File: src/rtl/core/ipft_pkg.sv
// Package with types and constants shared by the fragment port tracker.
package ipft_pkg;

   localparam int TableEntries  = 16;
   localparam int FragmentLimit = 32;
   localparam int IdxW          = $clog2(TableEntries);
   localparam int CntW          = 6;

   localparam logic [15:0] EthIpv4     = 16'h0800;
   localparam logic [7:0]  ProtoTcp    = 8'd6;
   localparam logic [7:0]  ProtoUdp    = 8'd17;
   localparam int          FlagDfBit   = 14;
   localparam int          FlagMfBit   = 13;
   localparam logic [15:0] OffsetMask  = 16'h1FFF;
   localparam logic [14:0] LifetimeRst = 15'd1000;

   localparam logic [2:0] StRecord   = 3'd0;
   localparam logic [2:0] StTable    = 3'd1;
   localparam logic [2:0] StUnsupp   = 3'd2;
   localparam logic [2:0] StFull     = 3'd3;
   localparam logic [2:0] StLimit    = 3'd4;
   localparam logic [2:0] StTick     = 3'd5;

   localparam logic CsrUdpMode  = 1'b0;
   localparam logic CsrLifetime = 1'b1;

   typedef struct packed {
      logic        action;
      logic [15:0] ether_type;
      logic [7:0]  ip_protocol;
      logic [15:0] frag_field;
      logic [15:0] ip_ident;
      logic [31:0] source_address;
      logic [31:0] dest_address;
      logic [15:0] src_port;
      logic [15:0] dst_port;
      logic        outgoing;
   } req_type;

   typedef struct packed {
      logic [2:0]  status;
      logic        record_valid;
      logic        is_download;
      logic [31:0] host_addr;
      logic [31:0] peer_addr;
      logic [15:0] host_port;
      logic [15:0] peer_port;
   } rsp_type;

   // Operation broadcast to every cell in the chain.
   typedef enum logic [2:0] {
      OP_NONE,
      OP_ALLOC,
      OP_MATCH,
      OP_TICK
   } op_type;

   typedef struct packed {
      op_type      op;
      logic [15:0] ident;
      logic [15:0] sport;
      logic [15:0] dport;
      logic        more;
      logic [15:0] now;
      logic [14:0] lifetime;
   } cmd_type;

   // Token passed from cell to cell: a lower cell has already claimed the op.
   typedef struct packed {
      logic        taken;
      logic        limit;
      logic [15:0] sport;
      logic [15:0] dport;
   } chain_type;

endpackage

File: src/rtl/core/ipft_cell.sv
// One table entry of the fragment tracker with its claim chain logic.
module ipft_cell (
   input  logic               clock,
   input  logic               reset,
   input  logic               apply,
   input  ipft_pkg::cmd_type  cmd,
   input  ipft_pkg::chain_type chain_in,
   output ipft_pkg::chain_type chain_out
);
   import ipft_pkg::*;

   logic              live_ff, live_in;
   logic [15:0]       ident_ff, sport_ff, dport_ff, start_ff;
   logic [CntW-1:0]   count_ff;
   logic              hit;
   logic              aged;
   logic [CntW:0]     next_cnt;

   assign aged = live_ff && ((cmd.now - start_ff) >= {1'b0, cmd.lifetime});
   assign next_cnt = {1'b0, count_ff} + 1'b1;

   always_comb begin
      chain_out = chain_in;
      hit       = 1'b0;
      live_in   = live_ff;
      unique case (cmd.op)
         OP_ALLOC: begin
            hit = !chain_in.taken && !live_ff;
            if (hit) begin
               chain_out.taken = 1'b1;
               live_in = 1'b1;
            end
         end
         OP_MATCH: begin
            hit = !chain_in.taken && live_ff && ident_ff == cmd.ident;
            if (hit) begin
               chain_out.taken = 1'b1;
               chain_out.sport = sport_ff;
               chain_out.dport = dport_ff;
               if (next_cnt > (CntW+1)'(FragmentLimit)) begin
                  chain_out.limit = 1'b1;
               end else if (!cmd.more) begin
                  live_in = 1'b0;
               end
            end
         end
         OP_TICK: begin
            if (aged) begin
               live_in = 1'b0;
            end
         end
         default: ;
      endcase
   end

   always_ff @(posedge clock) begin
      if (reset) begin
         live_ff <= 1'b0;
      end else if (apply) begin
         live_ff <= live_in;
      end
      if (apply && hit) begin
         if (cmd.op == OP_ALLOC) begin
            ident_ff <= cmd.ident;
            sport_ff <= cmd.sport;
            dport_ff <= cmd.dport;
            start_ff <= cmd.now;
            count_ff <= CntW'(1);
         end else if (next_cnt > (CntW+1)'(FragmentLimit)) begin
            count_ff <= CntW'(FragmentLimit);
         end else begin
            count_ff <= next_cnt[CntW-1:0];
         end
      end
   end
endmodule

File: src/rtl/core/ip_fragment_port_tracker_core.sv
// Top level of the IPv4 fragment port tracker: decode, cell chain and result register.
// Order: the accepted request is registered, the cell chain settles and the entries update in
// the execute cycle, and the result and its strobe are registered from that cycle.
// Busy is high for the cycle after acceptance, while the row of entry cells settles the
// claim chain and updates; no new request is accepted while busy is high.
// Reset (synchronous, active high) frees every entry, clears the tick counter and
// restores the registers to TCP tracking with a lifetime of 1000 ticks.
module ip_fragment_port_tracker_core (
   input  logic              clock,
   input  logic              reset,
   input  logic              start,
   output logic              busy,
   input  ipft_pkg::req_type req_data,
   output logic              rsp_valid,
   output ipft_pkg::rsp_type rsp_data,
   input  logic              csr_we,
   input  logic              csr_index,
   input  logic [14:0]       csr_wdata
);
   import ipft_pkg::*;

   // Configuration registers.
   logic        udp_mode_ff;
   logic [14:0] lifetime_ff;
   logic [15:0] tick_ff;

   // The request is held for its execute cycle.
   logic        exec_ff;
   req_type     req_ff;

   cmd_type     cmd;
   chain_type   chain [TableEntries+1];

   logic        unsupp, df, more, first, later;
   logic [15:0] offset;

   assign busy = exec_ff;

   // Classification of the held request.
   always_comb begin
      offset = req_ff.frag_field & OffsetMask;
      df     = req_ff.frag_field[FlagDfBit];
      more   = req_ff.frag_field[FlagMfBit];
      unsupp = (req_ff.ether_type != EthIpv4) ||
               !((req_ff.ip_protocol == ProtoTcp && !udp_mode_ff) ||
                 (req_ff.ip_protocol == ProtoUdp && udp_mode_ff));
      first  = !df && more && offset == 16'd0;
      later  = !df && offset != 16'd0;

      cmd.ident    = req_ff.ip_ident;
      cmd.sport    = req_ff.src_port;
      cmd.dport    = req_ff.dst_port;
      cmd.more     = more;
      cmd.lifetime = lifetime_ff;
      if (req_ff.action) begin
         cmd.op  = OP_TICK;
         cmd.now = tick_ff + 16'd1;
      end else begin
         cmd.now = tick_ff;
         if (unsupp)     cmd.op = OP_NONE;
         else if (first) cmd.op = OP_ALLOC;
         else if (later) cmd.op = OP_MATCH;
         else            cmd.op = OP_NONE;
      end
   end

   assign chain[0] = '{taken: 1'b0, limit: 1'b0,
                       sport: req_ff.src_port, dport: req_ff.dst_port};

   // Entries form a chain: the first free or matching cell claims the request.
   for (genvar g = 0; g < TableEntries; g++) begin : g_cell
      ipft_cell u_cell (
         .clock     (clock),
         .reset     (reset),
         .apply     (exec_ff),
         .cmd       (cmd),
         .chain_in  (chain[g]),
         .chain_out (chain[g+1])
      );
   end

   // Result formation.
   rsp_type rsp_in;
   logic [2:0]  st;
   logic        rec;
   logic [15:0] sp, dp;
   always_comb begin
      sp = chain[TableEntries].sport;
      dp = chain[TableEntries].dport;
      rec = 1'b1;
      st  = StRecord;
      if (req_ff.action) begin
         rec = 1'b0; st = StTick;
      end else if (unsupp) begin
         rec = 1'b0; st = StUnsupp;
      end else if (cmd.op == OP_ALLOC && !chain[TableEntries].taken) begin
         rec = 1'b0; st = StFull;
      end else if (cmd.op == OP_MATCH && chain[TableEntries].limit) begin
         rec = 1'b0; st = StLimit;
      end else if (cmd.op == OP_MATCH && chain[TableEntries].taken) begin
         st = StTable;
      end
      rsp_in = '0;
      rsp_in.status = st;
      if (rec) begin
         rsp_in.record_valid = 1'b1;
         rsp_in.is_download  = !req_ff.outgoing;
         rsp_in.host_addr = req_ff.outgoing ? req_ff.source_address
                                            : req_ff.dest_address;
         rsp_in.peer_addr = req_ff.outgoing ? req_ff.dest_address
                                            : req_ff.source_address;
         rsp_in.host_port = req_ff.outgoing ? sp : dp;
         rsp_in.peer_port = req_ff.outgoing ? dp : sp;
      end
   end

   always_ff @(posedge clock) begin
      if (reset) begin
         udp_mode_ff <= 1'b0;
         lifetime_ff <= LifetimeRst;
         tick_ff     <= '0;
         exec_ff     <= 1'b0;
         rsp_valid   <= 1'b0;
      end else begin
         if (csr_we) begin
            unique case (csr_index)
               CsrUdpMode:  udp_mode_ff <= csr_wdata[0];
               CsrLifetime: lifetime_ff <= csr_wdata;
               default: ;
            endcase
         end
         exec_ff   <= start && !exec_ff;
         rsp_valid <= exec_ff;
         if (exec_ff && req_ff.action) begin
            tick_ff <= cmd.now;
         end
      end
      if (start && !exec_ff) begin
         req_ff <= req_data;
      end
      if (exec_ff) begin
         rsp_data <= rsp_in;
      end
   end
endmodule

File: config.mk
export PLATFORM = sky130hd
export DESIGN_NAME = ip_fragment_port_tracker_core
export DESIGN_NICKNAME = d
export VERILOG_FILES = /design/src/rtl/core/ipft_pkg.sv /design/src/rtl/core/ipft_cell.sv /design/src/rtl/core/ip_fragment_port_tracker_core.sv
export SDC_FILE = /design/constraint.sdc
export NUM_CORES = 2
export LEC_CHECK = 0
export ABC_CLOCK_PERIOD_IN_PS = 10800
export BUFFER_PORTS_ARGS = -buffer_cell sky130_fd_sc_hd__buf_2
export CAP_MARGIN = 0
export CORE_MARGIN = 2
export CORE_UTILIZATION = 54
export DETAILED_ROUTE_END_ITERATION = 12
export GPL_TIMING_DRIVEN = 1
export PLACE_DENSITY = 0.77
export SLEW_MARGIN = 30
export SYNTH_ARGS = -nofsm -noshare
export SYNTH_HDL_FRONTEND = slang
export SYNTH_SLANG_ARGS = --single-unit
File: constraint.sdc
create_clock -name clock -period 10.8 [get_ports clock]
set_input_delay 1.62 -clock clock [delete_from_list [all_inputs] [get_ports clock]]
set_output_delay 1.62 -clock clock [all_outputs]
set_load 0.02 [all_outputs]
## Word-level counts from Yosys, hierarchy flattened

Cells that the tools add are included.

- Bitwise logic cells: 1
- $add $sub $neg: 33
- Reduce and logical (&&, ||, !) cells: 180
- Equality and inequality tests: 86
- Multiplexer cells: 210
- Magnitude comparators: 32

Operators with widths:

| kind | count |
|---|---|
| two-way mux 34 bit | 16 |
| two-way mux 33 bit | 16 |
| equality test 16 bit | 16 |
| greater-or-equal comparator 16 x 15 -> 1 bit | 16 |
| subtractor 16 bit | 16 |
| adder 6 x 1 -> 7 bit (second input constant) | 16 |
| > comparator 7 x 6 -> 1 bit (second input constant) | 16 |
| AND reduction 7 bit | 15 |
| two-way mux 1 bit | 101 |
| two-way mux 98 bit | 1 |
| two-way mux 6 bit | 16 |
| != test 2 x 1 -> 1 bit (second input constant) | 47 |
| logical AND 1 bit | 88 |
| two-way mux 32 bit | 2 |
| one-hot mux 1 bit (2 select lines) | 32 |
| two-way mux 16 bit | 3 |
| one-hot mux 1 bit (3 select lines) | 16 |
| zero test 1 bit | 37 |
| AND reduction 2 bit | 18 |
| != test 2 bit (second input constant) | 17 |
| OR reduction 2 bit | 16 |
| adder 16 x 1 -> 16 bit (second input constant) | 1 |
| zero test 16 bit | 1 |
| != test 16 x 12 -> 1 bit (second input constant) | 1 |
| 11 further kinds | 18 |

- Word-level logic and storage cells: 676
- Output and inout bits: 103
- Input port bits: 174
- Register bits after elaboration: 1424

## Depth between registers and ports, before layout

- Depth in word-level cells: 90
- Gate-level depth with buffers: 24
- Depth with buffers taken out: 24

## Modules after synthesis

Synthesis repeated with hierarchy kept, for this count alone.

- Cells, all modules: 5990
- Area total of the unflattened synthesis: 78501.5 µm²

By module, submodules not included:

| module | area each (µm²) | times used | cells an instance | sequential area each (µm²) |
|---|---|---|---|---|
| ipft_cell (g_cell[0].u_cell ...) | 4215.3 | 9 | 335 | 2122.0 |
| ipft_cell (g_cell[4].u_cell ...) | 4145.2 | 6 | 321 | 2122.0 |
| ip_fragment_port_tracker_core | 11633.7 | 1 | 720 | 8308.0 |
| ipft_cell (g_cell[12].u_cell) | 4058.9 | 1 | 329 | 2122.0 |

## Worst setup path before layout

No wires, ideal clock.

- Path type: reg2reg
- From: register req_ff[138] (netlist bit)
- To: register g_cell[15].u_cell.dport_ff[0], enable pin
- Arrival: 9.765 ns
- Cell stages (with the launch flop): 19
- Period minus slack after synthesis: 10.409 ns
- Setup slack: 0.391 ns
- Path buffers: 2
- Library setup time: 0.644 ns
- Data required time: 10.156 ns
- Path through: edfxtp_1 -> nor4b_1 -> nand3_1 -> nor4_1 -> a31o_2 -> inv_1 -> ha_1 -> buf_2 -> clkinv_1 -> nor2_1 -> and3_1 -> nor3_4 -> a311oi_4 -> o31ai_4 -> and4_1 -> buf_2 -> a31oi_1 -> a21o_1 -> nor4_1

- Cells in the longest elaborated chain, start to end: 82
- Elaborated cells on any way between the ends: 112
- Those cells by class: eq/ne: 3; mux: 46; reduce/logical: 63

Ends and longest elaborated chain:

| element | line | source |
|---|---|---|
| start: declaration | ip_fragment_port_tracker_core.sv:29 | `req_type req_ff;` |
| start signal: assignment | ip_fragment_port_tracker_core.sv:139 | `req_ff <= req_data;` |
| != test 16 x 12 -> 1 bit (*) | ip_fragment_port_tracker_core.sv:44 | `unsupp = (req_ff.ether_type != EthIpv4) \|\|` |
| logical OR 1 bit (*) | ip_fragment_port_tracker_core.sv:44 |  |
| two-way mux 2 bit (*) | ip_fragment_port_tracker_core.sv:60 | `if (unsupp) cmd.op = OP_NONE;` |
| two-way mux 2 bit (*) | ip_fragment_port_tracker_core.sv:55 | `if (req_ff.action) begin` |
| equality test 2 bit or equality test 2 x 1 -> 1 bit (tied branches) | ipft_cell.sv:26, ipft_cell.sv:63 |  |
| one-hot mux 1 bit (2 select lines) | ipft_cell.sv:26 | `unique case (cmd.op)` |
| zero test 1 bit | ipft_cell.sv:28, ipft_cell.sv:35 |  |
| logical AND 1 bit (2 in a row) | ipft_cell.sv:35 | `hit = !chain_in.taken && live_ff && ident_ff == cmd.ident;` |
| (+63 left out) | -- |  |
| logical AND 1 bit (2 in a row) | ipft_cell.sv:35 |  |
| two-way mux 34 bit | ipft_cell.sv:36 | `if (hit) begin` |
| one-hot mux 1 bit (2 select lines) | ipft_cell.sv:26 |  |
| zero test 1 bit | ipft_cell.sv:28, ipft_cell.sv:35 |  |
| logical AND 1 bit (2 in a row) | ipft_cell.sv:35 |  |
| one-hot mux 1 bit (2 select lines) | ipft_cell.sv:26 |  |
| logical AND 1 bit | ipft_cell.sv:62 | `if (apply && hit) begin` |
| AND reduction 2 bit (no source line) (*) | -- |  |
| end signal: assignment | ipft_cell.sv:66 | `dport_ff <= cmd.dport;` |
| end: declaration | ipft_cell.sv:13 | `logic [15:0] ident_ff, sport_ff, dport_ff, start_ff;` |

Mark *: on every way between the ends. The rest lies on a longest branch, timed or not.
A chain may end at the register's enable or synchronous reset.

## Final worst setup path

- From: register req_ff[138] (netlist bit)
- To: register g_cell[14].u_cell.ident_ff[14], enable pin

- Cells in the longest elaborated chain, start to end: 77
- Elaborated cells on any way between the ends: 105
- Those cells by class: eq/ne: 3; mux: 43; reduce/logical: 59

Ends and longest elaborated chain:

| element | line | source |
|---|---|---|
| != test 16 x 12 -> 1 bit (*) | ip_fragment_port_tracker_core.sv:44 |  |
| logical OR 1 bit (*) | ip_fragment_port_tracker_core.sv:44 |  |
| two-way mux 2 bit (*) | ip_fragment_port_tracker_core.sv:60 |  |
| two-way mux 2 bit (*) | ip_fragment_port_tracker_core.sv:55 |  |
| equality test 2 bit or equality test 2 x 1 -> 1 bit (tied branches) | ipft_cell.sv:26, ipft_cell.sv:63 |  |
| one-hot mux 1 bit (2 select lines) | ipft_cell.sv:26 |  |
| zero test 1 bit | ipft_cell.sv:28, ipft_cell.sv:35 |  |
| logical AND 1 bit (2 in a row) | ipft_cell.sv:35 |  |
| (+58 left out) | -- |  |
| logical AND 1 bit (2 in a row) | ipft_cell.sv:35 |  |
| two-way mux 34 bit | ipft_cell.sv:36 |  |
| one-hot mux 1 bit (2 select lines) | ipft_cell.sv:26 |  |
| zero test 1 bit | ipft_cell.sv:28, ipft_cell.sv:35 |  |
| logical AND 1 bit (2 in a row) | ipft_cell.sv:35 |  |
| one-hot mux 1 bit (2 select lines) | ipft_cell.sv:26 |  |
| logical AND 1 bit | ipft_cell.sv:62 |  |
| AND reduction 2 bit (no source line) (*) | -- |  |
| end signal: assignment | ipft_cell.sv:64 | `ident_ff <= cmd.ident;` |
| end: declaration | ipft_cell.sv:13 |  |

Marked as above.

==> results.cfg <==
[outcome]
run_status = completed

[pwr]
power.switching_fraction_pct = 22.8
ir_worst_vdd_mv = 0.139
cellLeakagePower_nw = 31.7
power.share.combinational_pct = 5.6
netSwitchingPower_mw = 2.72
internal_dissipation_mw = 9.19
power.density_mw_per_mm2 = 145
clock_power_share_pct = 42.5
power.share.sequential_pct = 52.0

[clock_network]
post_cts_hold_buffer_count = 0
clock-root-buffer = clkbuf_16
tritoncts.num_buffers = 151
worst_skew_pair.late_latency_ps = 800
htree_num_levels = 4
postCtsResizedCells = 0
cts.path.max_buffers = 3
setup_buffers_after_cts = 0
tritoncts = done
clock_sink_count = 1424
clk_pin_slew_ps = 60

[sta]
finClkSkew_ps = 55.8
max_slew_margin_pct = 30.8
finalHoldViolCount = 0
maxSlewViolCount = 0
unrepaired_setup_endpoints_after_global_routing = no
finalSetupViolCount = 0
fin_setup_tns_ps = 0
clock.fmax_mhz = 122
fin_worst_hold_slack_ps = 462
layout_worst_path_cycle_share_pct = 75.9
worst-slew-pin-transition_ps = 1030
fin_crit_ps = 8200

[worst_setup_path]
r2r_start = req_ff[138]
timing.critical_path.to_type = register
critical_path_peak_fanout = 63
reg2regPathDepth = 21
critical_path_class = register to register
r2r_end = g_cell[14].u_cell.ident_ff[14]
path_cells = nor4b_1, nand3_1, nor4_1, a21o_1, ha_1, nor2b_1, o21ai_0, nand3_1, nor2_1, a41o_1, nor2_1, o31ai_4, buf_4, and4_1, a21oi_1, nor2_1, nand2_2, buf_4, a21oi_1, and2_4, buf_4
worst_path_largest_cell_delay_ps = 790
arrival_ps = 8630
r2r_slack_ps = 2600
critical-path-slowest-cell = and2_4
worst-endpoint-required_ps = 11240
setup_crit_start_kind = register

[finish]
nFillCells = 10100
area_growth_pct = 12.0
drive_gt1_share_pct = 13.1
multi_input_area_sq_mm = 0.0288
register_area_sq_mm = 0.0423
nets = 7135

[floorplan]
initial_utilization_pct = 54.3
placement_rows = 135
die_area_sq_mm = 0.139
die_width_um = 373
coreArea_sq_mm = 0.135
io_pins = 277
die_y_um = 373

[hold_path]
hold_path_end = lifetime_ff[2]
hold-path-cell-count = 2
hold_path.class = register to register
holdCritStartpoint = lifetime_ff[2]

[yosys]
post-synth-top-count-cell = edfxtp_1
post-synth-top-area-fraction_pct = 56.2
cell_types_with_the_largest_area_share_after_synthesis = edfxtp_1 (56%), ha_1 (8.5%), xnor2_1 (3.2%)
synth-main-ff-cell = edfxtp_1
area_of_the_mapped_netlist_sq_mm = 0.0735
synth-edff-count = 1374
synthDominantAreaCellType = edfxtp_1
syn_avg_cell_area_sq_um = 12.0
synth.cells.most_frequent = edfxtp_1 (1374), ha_1 (501), nor2_1 (494)
synth_sequential_area_ratio_pct = 57.5
synth-seq-cells = 1424
synth_fp_nets = 6795
synth_cells = 6104
yosysWarnings = 0
ys_async_sr_fraction_pct = 0
netlist-cell-type-count = 95

[routing]
num_vias = 49900
drc = 0
drt.antenna.violating_nets = 0
routedWlPerCell_um = 22.1
drt_first_iter_violations = 5083
finalWirelength_um = 185000
dr.pass1.iters = 6
routed_via_density = 5.97

[global_routing]
grt_first_pass_wirelength_um = 282000
grt_use_total_pct = 26.3
global_route.overflow_total = 0
grt_antenna_before_repair = 8
grt_pass1_vias = 49300
grt_max_degree = 99

[place]
place_congestion = 0.924
buffer_ports.inserted = 275
post-dp-hpwl_um = 114000

[flow_run]
max_cap_violations = 0
## flip-flops by register name (all words and copies together) (netlist names), 13 cells and up
name / flops
lifetime_ff: 15
offset: 13
chain: 32
g_cell.u_cell.count_ff: 96
req_ff: 90
g_cell.u_cell.dport_ff: 256
tick_ff: 16
rsp_data: 101
g_cell.u_cell.sport_ff: 256
g_cell.u_cell.start_ff: 256
g_cell.u_cell.ident_ff: 256
cmd: 17
g_cell.u_cell.live_ff: 16
## critical path, delay by kind of cell, from the launching register on
family / cells / cell delay, ps
flip-flops: 1 / 350
adder cells (fa/ha/maj): 1 / 560
AND/OR/NAND/NOR: 11 / 3660
AO/OA/AOI/OAI: 6 / 1940
buffers and inverters: 3 / 1300
## stage by stage
step | total power, mW | instance area (sq um) | utilization, % | cells | setup WS [ps]
3_5_place_dp | 6.96 | 77400 | 57.2 | 8072 | 2630
5_1_grt | 12.2 | 82200 | 60.8 | 8357 | 2070
3_3_place_gp | 6.93 | 77200 | 57.1 | 8068 | 2720
6_report | 11.9 | 82200 | 60.8 | 8358 | 2600
4_1_cts | 12.0 | 82200 | 60.8 | 8354 | 2570
2_1_floorplan | 6.72 | 73500 | - | 6104 | 391
## per-layer routing
layer | vias up | wire (um) | GRT usage [%]
met5 | - | 89 | 0.210
met4 | 10 | 6920 | 10.5
met3 | 433 | 18100 | 5.46
met2 | 2230 | 84200 | 42.3
met1 | 24100 | 75500 | 35.0
li1 | 23100 | - | -
## power by group through the flow
stage / combinational [mW] / sequential [mW] / clock (mW)
2_1_floorplan: 0.414 / 6.31 / 0
3_3_place_gp: 0.631 / 6.30 / 0
3_5_place_dp: 0.651 / 6.30 / 0
4_1_cts: 0.659 / 6.19 / 5.12
5_1_grt: 0.729 / 6.20 / 5.31
6_report: 0.664 / 6.19 / 5.06
## cell usage in the layout (no fill, tap or decap), types with 53 or more instances in the layout
master / n
edfxtp_1: 1374
buf_2: 275
mux2i_1: 79
a21boi_0: 109
nand2_1: 402
mux2_2: 128
a21oi_1: 168
and2_1: 57
ha_1: 499
a21o_1: 111
nor3_1: 144
a211oi_1: 115
nand2b_1: 63
nor2_1: 493
nand3_1: 178
o31ai_1: 64
xor2_1: 168
inv_1: 457
xnor2_1: 264
nor2b_1: 61
buf_4: 110
o21ai_0: 301
clkbuf_16: 152
and3_1: 53
## how the worst max path moves through the flow
stage	from	endpoint	slack [ps]	cells after the start
finish	req_ff[138]	g_cell[14].u_cell.ident_ff[14]	2600	21
global route	req_ff[138]	g_cell[14].u_cell.ident_ff[7]	2070	21
CTS	req_ff[146]	g_cell[14].u_cell.ident_ff[14]	2570	21
detailed placement	req_ff[146]	g_cell[14].u_cell.ident_ff[5]	2630	21
global placement	req_ff[138]	g_cell[14].u_cell.ident_ff[4]	2720	21
floorplan	req_ff[138]	g_cell[15].u_cell.dport_ff[0]	390	18
## kinds of logic (layout without fill, tap and decap cells)
kind of cell	Yosys count	after routing	synth area share, %
buf+inv	667	1136	3.69
simple gates	1703	1703	11.2
mux	208	208	3.05
fa+ha+maj	517	517	8.97
compound gates	1139	1139	10.3
other cells	0	4	0
flops	1424	1424	57.5
xor+xnor	446	446	5.32
## layout make-up
type                       instances  area share (%)
tap                             1781            2.71
timing repair buffer             391            2.83
inverter                         463            2.11
antenna                            4          0.0122
clock inverter                    94            1.07
multi-input combinational       4013            35.1
clock buffer                     188            4.81
sequential                      1424            51.4
(Power assumes the default switching activity.)
